<file path="config.mk">
export PLATFORM = sky130hd
export DESIGN_NAME = sorted_id_table
export DESIGN_NICKNAME = d
export VERILOG_FILES = /design/src/design/sit_pkg.sv /design/src/design/sit_cmp.sv /design/src/design/sit_mem.sv /design/src/design/sorted_id_table.sv
export SDC_FILE = /design/constraint.sdc
export NUM_CORES = 1
export LEC_CHECK = 0
export ABC_AREA = 1
export ABC_CLOCK_PERIOD_IN_PS = 4900
export BUFFER_PORTS_ARGS = -buffer_cell sky130_fd_sc_hd__buf_2
export CORE_ASPECT_RATIO = 1.25
export CORE_UTILIZATION = 62
export DETAILED_ROUTE_END_ITERATION = 7
export MAX_ROUTING_LAYER = met4
export PLACE_DENSITY = 0.76
export SLEW_MARGIN = 30
export SYNTH_ARGS = -nofsm -noshare
export SYNTH_HDL_FRONTEND = slang
export SYNTH_SLANG_ARGS = --single-unit
</file>
<file path="constraint.sdc">
create_clock -name aclk -period 4.9 [get_ports aclk]
set_input_delay 0.735 -clock aclk [delete_from_list [all_inputs] [get_ports aclk]]
set_output_delay 0.735 -clock aclk [all_outputs]
set_load 0.05 [all_outputs]
</file>
<file path="src/design/sit_pkg.sv">
// Shared types, codes and field widths for the sorted id table.
`default_nettype none

package sit_pkg;

    // Field widths of the stream payloads.
    localparam int OPCODE_W  = 2;
    localparam int KEY_W     = 18;
    localparam int HANDLE_W  = 5;
    localparam int STATUS_W  = 2;
    localparam int POS_W     = 6;
    localparam int S_DATA_W  = 32;
    localparam int M_DATA_W  = 24;

    // Operation codes.
    localparam logic [OPCODE_W-1:0] OP_INSERT = 2'd0;
    localparam logic [OPCODE_W-1:0] OP_DELETE = 2'd1;
    localparam logic [OPCODE_W-1:0] OP_LOOKUP = 2'd2;

    // Result status codes.
    localparam logic [STATUS_W-1:0] ST_OK      = 2'd0;
    localparam logic [STATUS_W-1:0] ST_FULL    = 2'd1;
    localparam logic [STATUS_W-1:0] ST_MISSING = 2'd2;

    // Outcome of the shared key comparator.
    typedef struct packed {
        logic lt;
        logic eq;
    } cmp_res_t;

endpackage

`default_nettype wire

</file>
<file path="src/design/sit_cmp.sv">
// Shared key comparator used for every search step and match check.
`default_nettype none

module sit_cmp #(
    parameter int WIDTH = 18
) (
    input  wire logic [WIDTH-1:0] table_key,
    input  wire logic [WIDTH-1:0] search_key,
    output sit_pkg::cmp_res_t     res
);
    import sit_pkg::*;

    // Stored key against the key being searched for.
    assign res.lt = (table_key < search_key);
    assign res.eq = (table_key == search_key);

endmodule

`default_nettype wire

</file>
<file path="src/design/sit_mem.sv">
// Single-port-write, single-port-read table memory with a registered read.
`default_nettype none

module sit_mem #(
    parameter int DEPTH = 32,
    parameter int WIDTH = 23,
    parameter int AW    = $clog2(DEPTH)
) (
    input  wire logic             aclk,
    input  wire logic             wr_en,
    input  wire logic [AW-1:0]    wr_addr,
    input  wire logic [WIDTH-1:0] wr_data,
    input  wire logic [AW-1:0]    rd_addr,
    output logic      [WIDTH-1:0] rd_data
);

    logic [WIDTH-1:0] mem [DEPTH];

    // Write port.
    always_ff @(posedge aclk) begin
        if (wr_en) begin
            mem[wr_addr] <= wr_data;
        end
    end

    // Registered read port.
    always_ff @(posedge aclk) begin
        rd_data <= mem[rd_addr];
    end

endmodule

`default_nettype wire

</file>
<file path="src/design/sorted_id_table.sv">
// Top level of the sorted id table: sequencer, result register and table memory.
//
//   Channel  Ports             Payload (lowest bit up)
//   input    s_tvalid/tready   s_tdata: opcode[1:0], key[19:2], handle[24:20]
//   result   m_tvalid/tready   m_tdata: status[1:0], found_handle[6:2],
//                                       position[12:7], entry_count[18:13]
//
// One transaction is worked at a time; s_tready is high only while the sequencer is idle.
// A search makes at most ceil(log2(n+1)) steps for n entries; an insert then moves each
// later entry up one place and a delete each later entry down, one read and one write per
// entry; a full-table insert skips the search. One read port and one comparator serve all.
// Reset clears the entry count and the control state; the memory itself is not cleared.
// A result waits in the output register while the next transaction is accepted; the
// sequencer holds in its last state while that register is still full.
`default_nettype none

module sorted_id_table #(
    parameter int MAX_ENTRIES = 32,
    parameter int KEY_BITS    = 18
) (
    input  wire logic                          aclk,
    input  wire logic                          aresetn,
    input  wire logic                          s_tvalid,
    output logic                               s_tready,
    // opcode[1:0], key[19:2], handle[24:20], zero fill above
    input  wire logic [sit_pkg::S_DATA_W-1:0]  s_tdata,
    output logic                               m_tvalid,
    input  wire logic                          m_tready,
    // status[1:0], found_handle[6:2], position[12:7], entry_count[18:13], zero fill above
    output logic      [sit_pkg::M_DATA_W-1:0]  m_tdata
);
    import sit_pkg::*;

    localparam int AW      = $clog2(MAX_ENTRIES);
    localparam int CW      = $clog2(MAX_ENTRIES + 1);
    localparam int KEY_EXT = (KEY_BITS > KEY_W) ? KEY_BITS : KEY_W;
    localparam int ENT_W   = KEY_BITS + HANDLE_W;

    // Sequencer states.
    localparam logic [3:0] S_IDLE  = 4'd0;
    localparam logic [3:0] S_SRCH  = 4'd1;
    localparam logic [3:0] S_SWAIT = 4'd2;
    localparam logic [3:0] S_MWAIT = 4'd3;
    localparam logic [3:0] S_UPRD  = 4'd4;
    localparam logic [3:0] S_UPWR  = 4'd5;
    localparam logic [3:0] S_DNRD  = 4'd6;
    localparam logic [3:0] S_DNWR  = 4'd7;
    localparam logic [3:0] S_DONE  = 4'd8;

    logic [3:0]            state_reg,  state_next;
    logic [CW-1:0]         count_reg,  count_next;
    logic [CW-1:0]         lo_reg,     lo_next;
    logic [CW-1:0]         hi_reg,     hi_next;
    logic [CW-1:0]         mid_reg,    mid_next;
    logic [CW-1:0]         idx_reg,    idx_next;
    logic [OPCODE_W-1:0]   op_reg,     op_next;
    logic [KEY_BITS-1:0]   key_reg,    key_next;
    logic [HANDLE_W-1:0]   handle_reg, handle_next;
    logic [STATUS_W-1:0]   status_reg, status_next;
    logic [HANDLE_W-1:0]   fh_reg,     fh_next;
    logic                  m_valid_reg, m_valid_next;
    logic [M_DATA_W-1:0]   m_data_reg,  m_data_next;

    // Input field unpacking; the key is cut to KEY_BITS.
    logic [OPCODE_W-1:0]   in_opcode;
    logic [KEY_EXT-1:0]    in_key_ext;
    logic [KEY_BITS-1:0]   in_key;
    logic [HANDLE_W-1:0]   in_handle;

    assign in_opcode  = s_tdata[OPCODE_W-1:0];
    assign in_key_ext = KEY_EXT'(s_tdata[OPCODE_W +: KEY_W]);
    assign in_key     = in_key_ext[KEY_BITS-1:0];
    assign in_handle  = s_tdata[OPCODE_W+KEY_W +: HANDLE_W];

    // Memory ports.
    logic              wr_en;
    logic [AW-1:0]     wr_addr;
    logic [ENT_W-1:0]  wr_data;
    logic [AW-1:0]     rd_addr;
    logic [ENT_W-1:0]  rd_data;
    logic [KEY_BITS-1:0] rd_key;
    logic [HANDLE_W-1:0] rd_handle;

    assign rd_key    = rd_data[ENT_W-1:HANDLE_W];
    assign rd_handle = rd_data[HANDLE_W-1:0];

    sit_mem #(
        .DEPTH (MAX_ENTRIES),
        .WIDTH (ENT_W)
    ) u_mem (
        .aclk    (aclk),
        .wr_en   (wr_en),
        .wr_addr (wr_addr),
        .wr_data (wr_data),
        .rd_addr (rd_addr),
        .rd_data (rd_data)
    );

    // Shared comparator between the entry just read and the search key.
    cmp_res_t cmp;

    sit_cmp #(
        .WIDTH (KEY_BITS)
    ) u_cmp (
        .table_key  (rd_key),
        .search_key (key_reg),
        .res        (cmp)
    );

    // Helper values for the search and shift steps.
    logic [CW:0]   mid_sum;
    logic [CW-1:0] mid_val;
    logic [CW:0]   idx_inc;
    logic [CW-1:0] res_pos;

    assign mid_sum = {1'b0, lo_reg} + {1'b0, hi_reg};
    assign mid_val = mid_sum[CW:1];
    assign idx_inc = {1'b0, idx_reg} + 1'b1;
    assign res_pos = (status_reg == ST_OK) ? lo_reg : '0;

    assign s_tready = (state_reg == S_IDLE);
    assign m_tvalid = m_valid_reg;
    assign m_tdata  = m_data_reg;

    // Sequencer next-state logic.
    always_comb begin
        state_next   = state_reg;
        count_next   = count_reg;
        lo_next      = lo_reg;
        hi_next      = hi_reg;
        mid_next     = mid_reg;
        idx_next     = idx_reg;
        op_next      = op_reg;
        key_next     = key_reg;
        handle_next  = handle_reg;
        status_next  = status_reg;
        fh_next      = fh_reg;
        m_valid_next = m_valid_reg;
        m_data_next  = m_data_reg;
        wr_en        = 1'b0;
        wr_addr      = idx_reg[AW-1:0];
        wr_data      = rd_data;
        rd_addr      = '0;

        // The output register empties when its transaction is taken.
        if (m_valid_reg && m_tready) begin
            m_valid_next = 1'b0;
        end

        unique case (state_reg)
            S_IDLE: begin
                if (s_tvalid) begin
                    op_next     = in_opcode;
                    key_next    = in_key;
                    handle_next = in_handle;
                    lo_next     = '0;
                    hi_next     = count_reg;
                    status_next = ST_OK;
                    fh_next     = '0;
                    case (in_opcode) inside
                        OP_INSERT: begin
                            if (count_reg >= CW'(MAX_ENTRIES)) begin
                                status_next = ST_FULL;
                                state_next  = S_DONE;
                            end else begin
                                state_next  = S_SRCH;
                            end
                        end
                        OP_DELETE, OP_LOOKUP: begin
                            state_next = S_SRCH;
                        end
                        default: begin
                            state_next = S_DONE;
                        end
                    endcase
                end
            end

            // One binary search step: read the middle entry, or finish the search.
            S_SRCH: begin
                if (lo_reg < hi_reg) begin
                    rd_addr    = mid_val[AW-1:0];
                    mid_next   = mid_val;
                    state_next = S_SWAIT;
                end else if (op_reg == OP_INSERT) begin
                    idx_next   = count_reg;
                    state_next = S_UPRD;
                end else if (lo_reg == count_reg) begin
                    status_next = ST_MISSING;
                    state_next  = S_DONE;
                end else begin
                    rd_addr    = lo_reg[AW-1:0];
                    state_next = S_MWAIT;
                end
            end

            // Narrow the search range by the comparator outcome.
            S_SWAIT: begin
                if (cmp.lt) begin
                    lo_next = mid_reg + 1'b1;
                end else begin
                    hi_next = mid_reg;
                end
                state_next = S_SRCH;
            end

            // Check the lower-bound entry for an exact match.
            S_MWAIT: begin
                if (!cmp.eq) begin
                    status_next = ST_MISSING;
                    state_next  = S_DONE;
                end else if (op_reg == OP_LOOKUP) begin
                    fh_next    = rd_handle;
                    state_next = S_DONE;
                end else begin
                    idx_next   = lo_reg;
                    state_next = S_DNRD;
                end
            end

            // Insert: move entries up one place from the top, then store the new pair.
            S_UPRD: begin
                if (idx_reg > lo_reg) begin
                    rd_addr    = AW'(idx_reg - 1'b1);
                    state_next = S_UPWR;
                end else begin
                    wr_en      = 1'b1;
                    wr_addr    = lo_reg[AW-1:0];
                    wr_data    = {key_reg, handle_reg};
                    count_next = count_reg + 1'b1;
                    state_next = S_DONE;
                end
            end

            S_UPWR: begin
                wr_en      = 1'b1;
                idx_next   = idx_reg - 1'b1;
                state_next = S_UPRD;
            end

            // Delete: move later entries down one place over the removed one.
            S_DNRD: begin
                if (idx_inc < {1'b0, count_reg}) begin
                    rd_addr    = idx_inc[AW-1:0];
                    state_next = S_DNWR;
                end else begin
                    count_next = count_reg - 1'b1;
                    state_next = S_DONE;
                end
            end

            S_DNWR: begin
                wr_en      = 1'b1;
                idx_next   = idx_inc[CW-1:0];
                state_next = S_DNRD;
            end

            // Hand the result to the output register once it is free.
            S_DONE: begin
                if (!m_valid_reg || m_tready) begin
                    m_valid_next = 1'b1;
                    m_data_next  = M_DATA_W'({POS_W'(count_reg), POS_W'(res_pos),
                                              fh_reg, status_reg});
                    state_next   = S_IDLE;
                end
            end

            default: begin
                state_next = S_IDLE;
            end
        endcase
    end

    // Control registers with reset.
    always_ff @(posedge aclk) begin
        if (!aresetn) begin
            state_reg   <= S_IDLE;
            count_reg   <= '0;
            m_valid_reg <= 1'b0;
        end else begin
            state_reg   <= state_next;
            count_reg   <= count_next;
            m_valid_reg <= m_valid_next;
        end
    end

    // Working and payload registers.
    always_ff @(posedge aclk) begin
        lo_reg     <= lo_next;
        hi_reg     <= hi_next;
        mid_reg    <= mid_next;
        idx_reg    <= idx_next;
        op_reg     <= op_next;
        key_reg    <= key_next;
        handle_reg <= handle_next;
        status_reg <= status_next;
        fh_reg     <= fh_next;
        m_data_reg <= m_data_next;
    end

endmodule

`default_nettype wire

</file>
==> results.toml, run 1 <==
[clock_tree]
post_cts_resized = 0
cts_tree = "yes"
cts_buffer_depth = 3
clk_latency_ns = 0.64
clock-sinks = 845
root_buffer = "clkbuf_16"
cts_buffers = 81
post_cts_buffers = 0
cts_max_level = 3
clk_pin_slew_ns = 0.06
hold_buffers = 0

[floorplan]
die_x_um = 227
dieArea_um2 = 64400
fp.dieH_um = 283
io_pins = 62
row_count = 102
initial_utilization = 0.631
core_um2 = 62300

[global_routing]
grt_pass1_wl_um = 156000
antenna_found_initial = 0
grt_max_degree = 209
grt_usage = 0.332
grt_pass1_vias = 27600
overflow = 0

[timing]
worstMarginPinSlew_ns = 1.04
slew_headroom = 0.305
hold_violations = 0
rsz0062_at_grt = "false"
setup_viol = 0
min_period_ns = 4.17
fin_worst_skew_ns = 0.0213
drv_slew = 0
holdWs_ns = 0.269
fin_setup_tns_ns = 0
fmax_ghz = 0.240
finalCritPeriodShare = 0.851

[critical_path]
worstPathArrival_ns = 4.69
worst_setup_path_start_kind = "register"
crit_fanout = 151
end_kind = "register"
cp.required_ns = 5.43
worstSetupPathType = "reg -> reg"

[route]
wirelength_um = 102000
firstDrtPassIters = 6
post_drt_wl_per_cell_um = 21.3
via_per_inst = 6.00
antenna_left = 0
drt_iter0_drc = 3792
drcViolationCount = 0
vias = 28700

[power_and_ir_drop]
leakagePower_nw = 18.5
power_density_nw_per_um2 = 532
peakVddDrop_mv = 0.432

[synth]
netlist_area_um2 = 39300
synth_cell_types = 41
syn_area_per_cell_um2 = 10.1
yosys.area.top_type_share = 0.620
syn_inst = 3899
synth.area.top_cells = "edfxtp_1 (62%), nand3_1 (8.5%), inv_1 (8.1%)"
async_reset_ff_frac = 0
ys_warn_count = 0
yosys.area.top_type = "edfxtp_1"
ys_ff_latch = 845
synth_ff_type = "edfxtp_1"
synth-edff-count = 811
ys_seq_area_frac = 0.637

[final_layout]
drive_above_1_share = 0.0905
antenna_cells = 0
nets = 3976
final_cells = 4788
regMostFlops = "u_mem.mem"
largest_reg_flops = 736
area.growth.synth_to_final_pct = 11.2
final_util = 0.701
final_area_um2 = 43700

[placed_design]
gp_congestion = 0.929
portBuffers = 49
placed_area_um2 = 40800
dp_cells = 4637
dp_hpwl_um = 55900

[job]
cap_violations = 0

[min_path]
hp-class = "in -> reg"

[status]
status = "complete, no violations"
==> through the flow <==
step                setup slack [ns]  total power (W)
finish                         0.730           0.0232
global route                   0.474           0.0242
CTS                            0.819           0.0231
detailed placement             0.797           0.0167
global placement               0.810           0.0165
floorplan                       1.33           0.0142
==> placed cells by master, fill, tap and decap left out, drive strengths merged, types with 2 or more instances in the layout <==
cell type,instances
a21oi,34
a22oi,2
buf,154
bufinv,12
clkbuf,102
clkinv,29
clkinvlp,3
conb,5
dfxtp,34
edfxtp,811
fa,2
ha,47
inv,855
nand2,627
nand3,671
nand4,374
nor2,100
nor3,10
o2111ai,3
o211ai,5
o21ai,49
o21bai,3
or2,4
xnor2,4
xor2,9
==> cell usage after synthesis (all sizes together), types with 34 or more instances <==
| library cell | number |
|---|---|
| inv | 853 |
| edfxtp | 811 |
| nand3 | 671 |
| nand2 | 627 |
| nand4 | 374 |
| buf | 167 |
| nor2 | 100 |
| clkbuf | 82 |
| o21ai | 49 |
| ha | 47 |
| a21oi | 34 |
| dfxtp | 34 |
==> cell families after synthesis <==
group / share of synthesized area
other: 0.0000955
flip-flops: 0.637
buffers and inverters: 0.111
XOR/XNOR: 0.00290
adder cells (fa/ha/maj): 0.0160
AND/OR/NAND/NOR: 0.218
AO/OA/AOI/OAI: 0.0141
==> area by class of cell <==
type	instances	area (µm²)
clock buffer	102	2200
timing repair buffer	154	1410
inverter	853	3200
fill	4398	18600
multi-input combinational	1956	10200
tap	832	1040
sequential	845	25000
clock inverter	46	543
==> layer usage <==
layer / GRT usage / wire [µm] / up-vias
met5: - / 0 / -
met4: 0.192 / 5950 / 0
met3: 0.0392 / 9050 / 336
met2: 0.516 / 49500 / 1635
met1: 0.421 / 37700 / 13600
li1: - / - / 13100
==> path summary, 6_finish.rpt <==
| kind | cells past startpoint | end | startpoint | slack (ns) |
|---|---|---|---|---|
| worst max-delay path | 18 | u_mem.rd_data[18] | idx_reg[0] | 0.73 |
| worst min register to register | 0 | m_tdata[5] | fh_reg[3] | 0.42 |
| worst max register to register | 18 | u_mem.rd_data[18] | idx_reg[0] | 0.73 |
| worst min-delay path | 1 | key_reg[12] | s_tdata[14] | 0.27 |
==> report_power, final <==
| part | leakage (nW) | total [W] | internal, W | switching (W) |
|---|---|---|---|---|
| combinational | 9.52 | 0.00720 | 0.00194 | 0.00526 |
| clock | 1.34 | 0.00650 | 0.00382 | 0.00268 |
| sequential | 7.62 | 0.00951 | 0.00930 | 0.000208 |
| total | 18.5 | 0.0232 | 0.0151 | 0.00815 |
==> worst max-delay path, cell delays in order (launching register included) <==
cell and delay, ns:
edfxtp_1 0.49, inv_1 0.28, ha_1 0.34, ha_1 0.31, nand3_1 0.08, nand2_1 0.07
nand2_1 0.07, nand3_1 0.18, nand2_1 0.22, nand2_8 0.15, buf_12 0.30, buf_16 0.49
nand4_1 0.17, nand3_1 0.17, nand3_1 0.11, nand3_1 0.12, nand2_1 0.16, nand2_1 0.11
nand2_1 0.06
No activity file was read; power rests on OpenSTA's default activity.
==> run 2: changes to the inputs <==
Settings changed: SYNTH_HIERARCHICAL set to 1.
==> run 2 against run 1 <==
  * Combinational power rose by 15%
  * Count of clock-buffer cells in the layout rose by 6
  * Synthesized cell count fell by 18%
  * Register-to-register slack got worse by 0.17 ns
  * Largest cell class unchanged
  * Highest routed layer unchanged
==> results.toml, run 2 <==
[status]
status = "complete, no violations"

[clock_tree]
cts_tree = "yes"
post_cts_resized = 0
clk_latency_ns = 0.64
clock-sinks = 845
clk_pin_slew_ns = 0.06
cts_buffers = 79
post_cts_buffers = 0
root_buffer = "clkbuf_16"
cts_max_level = 3
cts_buffer_depth = 3
hold_buffers = 0

[critical_path]
cpMostUsedCell = "nand2_1"
r2r-start = "idx_reg[0]"
cpPeakStageDelay_ns = 0.64
worst_setup_path_start_kind = "register"
cp.required_ns = 5.48
worstPathArrival_ns = 4.92
timing.rr.end = "u_mem/rd_data[0]"
worstRegToRegCells = 24
cpMaxStageDelayCell = "buf_4"
worstSetupPathType = "reg -> reg"
crit_fanout = 107
r2r_slack_ns = 0.56
end_kind = "register"
path_cells = "ha_1 > nand3_1 > xor2_1 > inv_1 > ha_1 > nand2_1 > nand2_1 > nand2_1 > nand2_1 > nor2_1 > nand3_1 > nand2_1 > nand2_1 > o211ai_1 > bufinv_16 > buf_4 > nand2_1 > nand3_1 > nand3_1 > nand2_1 > nand2_1 > nand2_1 > nand2_1 > nand2_1"

[timing]
hold_violations = 0
finalCritPeriodShare = 0.886
slew_headroom = 0.359
worstMarginPinSlew_ns = 0.961
rsz0062_at_grt = "false"
fin_setup_tns_ns = 0
fin_worst_skew_ns = 0.0241
setup_viol = 0
fmax_ghz = 0.230
worst_slack_ns = 0.560
min_period_ns = 4.34
drv_slew = 0

[synth]
ys_seq_area_frac = 0.696
syn_inst = 3187
synth_mux_area_frac = 0.00752
ys_ff_latch = 845
netlist_area_um2 = 35900
synth_top_family_by_area = "simple AND/OR/NAND/NOR gates"
synth_cell_types = 43
ys_warn_count = 6
synth.most_common_cell = "nand2_1"
yosys.area.top_type = "edfxtp_1"
synth_compound_area_frac = 0.0120
async_reset_ff_frac = 0
synth-xor-area-share = 0.00341
synth.area.top_cells = "edfxtp_1 (68%), nand2_1 (12%), nand3_1 (8.1%)"
synth_ff_type = "edfxtp_1"
synthAdderAreaFrac = 0.0175
yosys.area_share.simple = 0.221
ys_top_cells_by_count = "nand2_1 (1,179), edfxtp_1 (811), nand3_1 (584)"
synth-edff-count = 811
syn_area_per_cell_um2 = 11.3
yosys.area.top_type_share = 0.678

[final_layout]
largest_reg_flops = 736
area.growth.synth_to_final_pct = 9.95
regArea_um2 = 25000
nets = 3312
regMostFlops = "u_mem/mem"
fillerInstances = 3917
multiInputGateArea_um2 = 9510
drive_above_1_share = 0.0967
layout_common_cells = "nand2_1 (1,179), edfxtp_1 (811), nand3_1 (584)"
antenna_cells = 0
layout_commonest_cell = "nand2_1"

[route]
firstDrtPassIters = 6
via_per_inst = 6.02
drcViolationCount = 0
post_drt_wl_per_cell_um = 22.6
antenna_left = 0
vias = 24300
wirelength_um = 91100
drt_iter0_drc = 2805

[global_routing]
grt_max_degree = 152
antenna_found_initial = 0
grt_usage = 0.323
grt_pass1_wl_um = 138000
overflow = 0
grt_pass1_vias = 24100

[floorplan]
core_um2 = 57300
fp.dieH_um = 271
die_x_um = 217
initial_utilization = 0.628
row_count = 98
io_pins = 62
dieArea_um2 = 58900

[power_and_ir_drop]
power_density_nw_per_um2 = 606
leakagePower_nw = 15.0
p_total_w = 0.0240
peakVddDrop_mv = 0.450

[placed_design]
portBuffers = 49
gp_congestion = 0.909
dp_hpwl_um = 51600
pre_cts_ws_ns = 0.442

[min_path]
holdCritStartpoint = "s_tdata[17]"
hp-class = "in -> reg"
holdPathEnd = "key_reg[15]"
hold_depth = 1

[job]
cap_violations = 0
==> run 2: cell count changes in the layout (fill, tap and decap cells not counted), sizes merged, moves of 4 or more <==
cell	previous run	this run
buf	154	123
mux2	0	18
bufinv	12	7
o21ai	49	28
nor3	10	6
inv	855	122
nand3	671	584
nand2	627	1184
nor2	100	107
clkbuf	102	109
nand4	374	7
==> run 2: critical path, delay by kind of cell (launching register included) <==
family | cells | cell delay [ns]
AO/OA/AOI/OAI | 1 | 0.18
XOR/XNOR | 1 | 0.23
adder cells (fa/ha/maj) | 2 | 0.57
buffers and inverters | 3 | 1.23
flip-flops | 1 | 0.47
AND/OR/NAND/NOR | 17 | 1.49
==> run 2: power by group <==
part           leakage [nW]  switching [W]  internal [W]  total, W
Combinational          6.17        0.00616       0.00212   0.00828
Clock                  1.24        0.00261       0.00344   0.00605
Sequential             7.63       0.000289       0.00935   0.00964
==> run 2: cells by family (layout without fill, tap and decap cells) <==
kind of cell,count (synthesis),count (layout)
xor+xnor,14,14
other cells,1,5
mux,18,18
fa+ha+maj,49,49
compound gates,74,74
buf+inv,291,389
flops,845,845
simple gates,1895,1895
==> run 2: area by class of cell <==
cell class / instances / area share
Sequential cell: 845 / 0.633
Multi-Input combinational cell: 2055 / 0.241
Clock buffer: 108 / 0.0549
Timing Repair Buffer: 124 / 0.0252
Tap cell: 750 / 0.0237
Inverter: 122 / 0.0124
Clock inverter: 35 / 0.00966
==> run 2: how the worst max path moves through the flow <==
stage	slack [ns]	end	depth (start not counted)	from
3_5_place_dp	0.44	u_mem/rd_data[19]	25	idx_reg[0]
6_report	0.56	u_mem/rd_data[0]	24	idx_reg[0]
4_1_cts	0.37	u_mem/rd_data[8]	24	idx_reg[0]
2_1_floorplan	1.50	u_mem/mem[23][0]	13	lo_reg[1]
5_1_grt	0.17	u_mem/rd_data[8]	22	idx_reg[2]
3_3_place_gp	0.48	u_mem/rd_data[19]	25	idx_reg[0]
==> run 2: per-layer routing <==
metal / vias up / global-route usage / part of all wire / wire length (µm)
li1: 11000 / - / - / -
met1: 11700 / 0.383 / 0.36 / 32500
met2: 1291 / 0.532 / 0.50 / 45600
met3: 304 / 0.0388 / 0.083 / 7570
met4: 0 / 0.192 / 0.060 / 5430
met5: - / - / 0 / 0
==> run 2: metrics by stage <==
step	utilization	cell area [µm²]	hold WS (ns)	std cells
final	0.690	39500	0.283	4039
after CTS	0.690	39500	0.256	4038
after detailed placement	0.645	37000	0.405	3895
after global placement	0.645	36900	0.416	3895
after global routing	0.690	39500	0.266	4039
after floorplan	-	36000	0.400	3191
